===== src/rtl/sssp_pkg.sv =====
// Shared types and constants for the single-source shortest path core.
// No dependencies.
package sssp_pkg;

    localparam int unsigned NODE_BITS   = 5;
    localparam int unsigned MAX_NODES   = 32;
    localparam int unsigned WEIGHT_W    = 16;
    localparam int unsigned DIST_W      = 32;
    localparam int unsigned COUNT_W     = 6;
    localparam logic signed [DIST_W-1:0] UNREACHED_DIST = 32'sd77777;

    typedef enum logic [1:0] {
        ACT_CLEAR  = 2'd0,
        ACT_APPEND = 2'd1,
        ACT_RUN    = 2'd2,
        ACT_NONE   = 2'd3
    } t_action;

    typedef struct packed {
        logic [1:0]                  action;
        logic [NODE_BITS-1:0]        from_node;
        logic [NODE_BITS-1:0]        to_node;
        logic signed [WEIGHT_W-1:0]  weight;
        logic [NODE_BITS-1:0]        source_node;
    } t_in_item;

    typedef struct packed {
        logic [NODE_BITS-1:0]        node_index;
        logic signed [DIST_W-1:0]    distance;
        logic [NODE_BITS-1:0]        predecessor;
        logic                        has_predecessor;
        logic                        reached;
        logic                        negative_cycle;
        logic                        last;
    } t_out_item;

    // Classified command handed from front to back.
    typedef struct packed {
        t_action                     act;
        logic [NODE_BITS-1:0]        from_node;
        logic [NODE_BITS-1:0]        to_node;
        logic signed [WEIGHT_W-1:0]  weight;
        logic [NODE_BITS-1:0]        source_node;
    } t_cmd;

endpackage


===== src/rtl/sssp_front.sv =====
// Front end: accepts items, drops unused actions, and feeds a two-entry queue.
// Depends on sssp_pkg.
module sssp_front (
    input  logic              i_clk,
    input  logic              i_rst_n,
    input  logic              i_start,
    input  sssp_pkg::t_in_item i_item,
    output logic              o_busy,
    input  logic              i_pop,
    output logic              o_cmd_valid,
    output sssp_pkg::t_cmd    o_cmd
);
    import sssp_pkg::*;

    t_cmd       r_q [2];
    logic       r_rd_ptr, r_wr_ptr;
    logic [1:0] r_cnt;
    logic       push, pop;
    t_cmd       cmd;

    assign o_busy      = (r_cnt == 2'd2);
    assign o_cmd_valid = (r_cnt != 2'd0);
    assign o_cmd       = r_q[r_rd_ptr];
    assign pop         = i_pop && o_cmd_valid;
    assign push        = i_start && !o_busy && (i_item.action != ACT_NONE);

    always_comb begin
        cmd.act         = t_action'(i_item.action);
        cmd.from_node   = i_item.from_node;
        cmd.to_node     = i_item.to_node;
        cmd.weight      = i_item.weight;
        cmd.source_node = i_item.source_node;
    end

    always_ff @(posedge i_clk) begin
        if (push) begin
            r_q[r_wr_ptr] <= cmd;
        end
        if (!i_rst_n) begin
            r_rd_ptr <= 1'b0;
            r_wr_ptr <= 1'b0;
            r_cnt    <= 2'd0;
        end else begin
            if (push) r_wr_ptr <= ~r_wr_ptr;
            if (pop)  r_rd_ptr <= ~r_rd_ptr;
            r_cnt <= r_cnt + {1'b0, push} - {1'b0, pop};
        end
    end

    assert property (@(posedge i_clk) disable iff (!i_rst_n) r_cnt != 2'd3)
        else $error("queue count overflow");
    assert property (@(posedge i_clk) disable iff (!i_rst_n)
        (r_cnt == 2'd0) |-> !o_cmd_valid)
        else $error("valid with empty queue");
    assert property (@(posedge i_clk) disable iff (!i_rst_n)
        (r_cnt == 2'd2 && !pop) |=> (r_cnt == 2'd2))
        else $error("full queue lost entry");
endmodule


===== config.mk =====
export PLATFORM = sky130hd
export DESIGN_NAME = sssp_front
export DESIGN_NICKNAME = d
export VERILOG_FILES = /design/src/rtl/sssp_pkg.sv /design/src/rtl/sssp_front.sv
export SDC_FILE = /design/constraint.sdc
export NUM_CORES = 1
export LEC_CHECK = 0
export BUFFER_PORTS_ARGS = -buffer_cell sky130_fd_sc_hd__buf_2
export CAP_MARGIN = 20
export CORE_MARGIN = 2
export CORE_UTILIZATION = 40
export CTS_CLUSTER_DIAMETER = 120
export DETAILED_ROUTE_END_ITERATION = 8
export GPL_ROUTABILITY_DRIVEN = 0
export PLACE_DENSITY = 0.64
export SLEW_MARGIN = 5
export SYNTH_ARGS = -nofsm -noshare
export SYNTH_HDL_FRONTEND = slang
export SYNTH_SLANG_ARGS = --single-unit

===== constraint.sdc =====
create_clock -name i_clk -period 3.3 [get_ports i_clk]
set_input_delay 0.66 -clock i_clk [delete_from_list [all_inputs] [get_ports i_clk]]
set_output_delay 0.66 -clock i_clk [all_outputs]
set_load 0.02 [all_outputs]

After elaboration in Yosys (flattened, before gate mapping)
Memory sizes are Yosys's and may differ from the RTL's. A register that Yosys moved wholly into a read port is not among the register bits.
Cells that the tools add are included.

word-level totals
  register bits after elaboration = 4
  bits in latches = 0
  bits in writable memories = 66
  ROM bits = 0
  bits of input ports = 37
  output and inout bits = 35
  word-level logic and storage cells = 19
  memories kept = 1

memory list
  name  depth  width  read ports  clocked after Yosys merged registers in  wr ports  line              text
  r_q   2      33     1           1                                        1         sssp_front.sv:15  t_cmd r_q [2];

operators by class
  add/sub/neg operators = 2
  $mul = 0
  div/mod/pow operators = 0
  magnitude comparators = 0
  equal/unequal tests = 2
  shift operators = 0
  multiplexer cells = 4
  bitwise operators = 2
  reduce and logical (&&, ||, !) cells = 5

operator list
  cell                  number
  $mux W1               4
  $logic_and A1 B1 Y1   3
  $add A2 B1 Y2         1
  $eq A2 B2 Y1 const B  1
  $ne A2 B2 Y1 const B  1
  $not A1 Y1            2
  $reduce_bool A2 Y1    1
  $sub A2 B1 Y2         1
  $logic_not A1 Y1      1

Depth between registers and ports, before layout
  depth in word-level cells = 6
  mapped depth = 8

Worst setup path before layout
Ideal clock, no wire load.

  path kind = input port to flip-flop
  start point = input port i_item[31] (netlist name)
  end point = memory r_q[0][0] (netlist name) (enable)
  setup time = 0.423 ns
  arrival = 2.255 ns
  required time = 2.877 ns
  setup slack = 0.622 ns
  cell stages on the path = 3
  buffers on the path = 0
  cell sequence = nand2_1 -> nand3b_4 -> nor2_1

between the ends
  word-level cells in the longest chain between the ends = 4

RTL lines
  element                        line              text
  start: declaration             sssp_front.sv:7   input sssp_pkg::t_in_item i_item,
  $ne A2 B2 Y1                   sssp_front.sv:25  assign push = i_start && !o_busy && (i_item.action != ACT_NONE);
  $logic_and A1 B1 Y1            sssp_front.sv:25
  $mux W1                        sssp_front.sv:36  if (push) begin
  $mux W1 (implied by the code)  sssp_front.sv:37  r_q[r_wr_ptr] <= cmd;
  end: declaration               sssp_front.sv:15

Every way passes these cells.

==> run_summary.xml <==
<?xml version="1.0" encoding="UTF-8"?>
<metrics>
  <group name="status">
    <metric name="run_status" unit="">finished, final reports clean</metric>
  </group>
  <group name="pwr">
    <metric name="irDropWorstVdd" unit="mV">0.424</metric>
    <metric name="internal_power" unit="mW">1.79</metric>
    <metric name="net-switching-power" unit="mW">0.746</metric>
    <metric name="power_density" unit="mW/mm2">738</metric>
    <metric name="sequentialPowerShare" unit="%">46.4</metric>
    <metric name="proportion_of_power_drawn_by_combinational_gates" unit="%">30.0</metric>
    <metric name="p_leak" unit="nW">1.35</metric>
    <metric name="total_power" unit="mW">2.53</metric>
    <metric name="clock_power_share" unit="%">23.5</metric>
    <metric name="switching_portion_of_total_power" unit="%">29.5</metric>
  </group>
  <group name="global_route">
    <metric name="grt_start_max_net_pins" unit="">23</metric>
    <metric name="global_route_wire_length_before_repair" unit="mm">6.40</metric>
    <metric name="track_usage" unit="%">11.8</metric>
    <metric name="first_global_vias" unit="">1305</metric>
    <metric name="antenna_violations_before_repair" unit="">0</metric>
    <metric name="gr-total-overflow" unit="">0</metric>
  </group>
  <group name="timing">
    <metric name="max-slew-margin-rel" unit="%">71.6</metric>
    <metric name="timing_max_transition_violations_final" unit="">0</metric>
    <metric name="clock.fmax" unit="MHz">423</metric>
    <metric name="final.setup_skew" unit="ns">0.00387</metric>
    <metric name="hold_viol" unit="">0</metric>
    <metric name="worstMarginPinSlew" unit="ns">0.425</metric>
    <metric name="setup_repair_after_global_routing_missed_its_margin" unit="">false</metric>
    <metric name="final_period_minus_worst_setup_slack" unit="ns">2.37</metric>
    <metric name="timing.final.setup_violations" unit="">0</metric>
    <metric name="finalCritPeriodShare" unit="%">71.7</metric>
    <metric name="finalSetupTns" unit="ns">0</metric>
  </group>
  <group name="clock_network">
    <metric name="cts_repair_resize_count" unit="">0</metric>
    <metric name="clk_root_buf" unit="">sky130_fd_sc_hd__clkbuf_8</metric>
    <metric name="tritoncts" unit="">yes</metric>
    <metric name="post_cts_buffers" unit="">0</metric>
    <metric name="worst_skew_pair.late_latency" unit="ns">0.32</metric>
    <metric name="cts_sinks" unit="">71</metric>
    <metric name="cts_inserted_buffers" unit="">9</metric>
    <metric name="cts_max_level" unit="">3</metric>
    <metric name="clock_tree.buffer_depth" unit="">2</metric>
    <metric name="clk_pin_slew" unit="ns">0.07</metric>
    <metric name="ctsHoldBuffers" unit="">0</metric>
  </group>
  <group name="yosys">
    <metric name="postSynthAreaPerCell" unit="um2">21.7</metric>
    <metric name="yosys.area_share.adder" unit="%">0.894</metric>
    <metric name="synth-warning-count" unit="">0</metric>
    <metric name="synthCells" unit="">129</metric>
    <metric name="synth_nets" unit="">168</metric>
    <metric name="synth.ff_latch_count" unit="">71</metric>
    <metric name="synth_compound_area_share" unit="%">0.268</metric>
    <metric name="synth_cell_types" unit="">18</metric>
    <metric name="yosys.area_share.simple" unit="%">3.00</metric>
    <metric name="synthMuxAreaShare" unit="%">17.7</metric>
    <metric name="synth.yosys.seq_area_share" unit="%">74.4</metric>
    <metric name="main_combinational_cell_family_by_area_after_synthesis" unit="">multiplexers</metric>
    <metric name="syn_area" unit="mm2">0.00280</metric>
    <metric name="synth-xor-area-share" unit="%">0.939</metric>
  </group>
  <group name="critical_path">
    <metric name="critPathArrivalTime" unit="ns">1.71</metric>
    <metric name="crit_path_to" unit="">o_cmd[1]</metric>
    <metric name="r2r_end" unit="">r_q[0][24]</metric>
    <metric name="critical_path_data_required_time" unit="ns">2.64</metric>
    <metric name="crit_type" unit="">flip-flop to output port</metric>
    <metric name="ff2ff_setup_slack" unit="ns">1.55</metric>
    <metric name="rr_worst_depth" unit="">4</metric>
    <metric name="startpoint_type" unit="">flip-flop</metric>
    <metric name="worstSetupEndpointType" unit="">output port</metric>
    <metric name="crit_fanout" unit="">22</metric>
    <metric name="worstReg2RegStart" unit="">r_cnt[0]</metric>
  </group>
  <group name="place">
    <metric name="hpwlAfterDp" unit="mm">3.03</metric>
    <metric name="buffer_ports.inserted" unit="">71</metric>
    <metric name="dpl-instance-area" unit="mm2">0.00325</metric>
  </group>
  <group name="floorplan">
    <metric name="number_of_top_level_pins" unit="">72</metric>
    <metric name="overall_die_area" unit="mm2">0.00768</metric>
    <metric name="die_x" unit="um">87.6</metric>
    <metric name="initial_utilization" unit="%">41.2</metric>
    <metric name="core_region_area" unit="mm2">0.00679</metric>
    <metric name="y_dimension_of_the_die" unit="um">87.6</metric>
    <metric name="rows" unit="">30</metric>
  </group>
  <group name="drt">
    <metric name="antenna_left" unit="">0</metric>
    <metric name="drt_iter0_markers" unit="">52</metric>
    <metric name="vias_per_cell" unit="">4.36</metric>
    <metric name="wl" unit="mm">4.34</metric>
    <metric name="post_drt_wl_per_cell" unit="um">14.0</metric>
    <metric name="vias" unit="">1355</metric>
    <metric name="drc" unit="">0</metric>
    <metric name="drt_pass1_iterations" unit="">3</metric>
  </group>
  <group name="cells_and_area">
    <metric name="syn2layout_area_growth" unit="%">22.5</metric>
    <metric name="insertedDiodeCount" unit="">0</metric>
    <metric name="most-common-layout-cells" unit="">sky130_fd_sc_hd__buf_2 (71), sky130_fd_sc_hd__edfxtp_1 (66), sky130_fd_sc_hd__mux2_4 (30), sky130_fd_sc_hd__clkbuf_8 (11)</metric>
    <metric name="drive_gt1_share" unit="%">59.5</metric>
    <metric name="stdcell_area" unit="mm2">0.00343</metric>
    <metric name="nets" unit="">249</metric>
    <metric name="final_common_cell" unit="">sky130_fd_sc_hd__buf_2</metric>
  </group>
  <group name="worst_hold_path">
    <metric name="worstHoldPathCells" unit="">2</metric>
    <metric name="worstHoldPathType" unit="">flip-flop to flip-flop</metric>
  </group>
  <group name="run">
    <metric name="drv_cap" unit="">0</metric>
  </group>
</metrics>
-- flip-flops by register name (all words and copies together) (netlist names), named ones only --
register and count:
r_cnt 2, r_q 66, r_rd_ptr 1, r_wr_ptr 1
-- metrics by stage --
step           worst slack [ns]  cells  hold slack (ns)  utilization (%)
2_1_floorplan             0.622    129            0.451                -
3_3_place_gp               1.22    295            0.505             47.9
3_5_place_dp               1.21    295            0.510             47.9
4_1_cts                   0.886    311            0.500             50.5
5_1_grt                   0.842    311            0.501             50.5
6_report                  0.934    311            0.515             50.5
-- cell families after synthesis --
family,Yosys count
compound gates,1
simple gates,12
flops,71
xor+xnor,3
mux,34
fa+ha+maj,2
buf+inv,6
-- critical path: stages, from the launching register on --
cell	delay, ns
sky130_fd_sc_hd__dfxtp_2	0.60
sky130_fd_sc_hd__buf_12	0.27
sky130_fd_sc_hd__mux2_2	0.35
sky130_fd_sc_hd__buf_2	0.16
-- worst min-delay path by stage --
stage / endpoint / startpoint
3_5_place_dp: r_wr_ptr / r_wr_ptr
5_1_grt: r_q[0][20] / i_item[20]
4_1_cts: r_q[1][15] / i_item[15]
6_report: r_wr_ptr / r_wr_ptr
2_1_floorplan: r_wr_ptr / r_wr_ptr
3_3_place_gp: r_wr_ptr / r_wr_ptr
-- power groups by stage --
stage	logic, mW	registers, mW	clock network, mW
floorplan	0.632	1.16	0
global placement	0.767	1.19	0
detailed placement	0.771	1.20	0
CTS	0.773	1.18	0.619
global route	0.814	1.19	0.656
finish	0.760	1.18	0.596
-- cell usage after synthesis --
cell | n | area [um2]
sky130_fd_sc_hd__mux2i_1 | 1 | 10.0
sky130_fd_sc_hd__nor2b_4 | 1 | 13.8
sky130_fd_sc_hd__o21a_1 | 1 | 7.51
sky130_fd_sc_hd__edfxtp_1 | 66 | 1980
sky130_fd_sc_hd__mux2_2 | 3 | 33.8
sky130_fd_sc_hd__nand2_1 | 3 | 11.3
sky130_fd_sc_hd__mux2_4 | 30 | 450
sky130_fd_sc_hd__nand3b_4 | 1 | 20.0
sky130_fd_sc_hd__nor2_1 | 2 | 7.51
sky130_fd_sc_hd__nor2b_1 | 2 | 12.5
sky130_fd_sc_hd__buf_12 | 3 | 60.1
sky130_fd_sc_hd__and2_1 | 2 | 12.5
sky130_fd_sc_hd__buf_6 | 1 | 11.3
sky130_fd_sc_hd__inv_1 | 2 | 7.51
sky130_fd_sc_hd__ha_1 | 2 | 25.0
sky130_fd_sc_hd__xnor2_1 | 3 | 26.3
sky130_fd_sc_hd__or2_2 | 1 | 6.26
sky130_fd_sc_hd__dfxtp_1 | 5 | 100
-- per-layer routing --
layer  global-route usage [%]  wire (um)  part of all wire [%]
met1                     13.7       1780                    41
met3                     3.11        161                   3.7
met4                     7.55         80                   1.8
met5                        0          0                     0
met2                     19.4       2320                    53
-- layout make-up --
type,count,area [um2]
clock buffers,12,155
clock inverters,4,20.0
fillers,564,3370
inverters,2,7.51
multi-input cells,52,652
flip-flops and latches,71,2080
well taps,96,120
repair buffers,74,390
(Power assumes the default switching activity.)
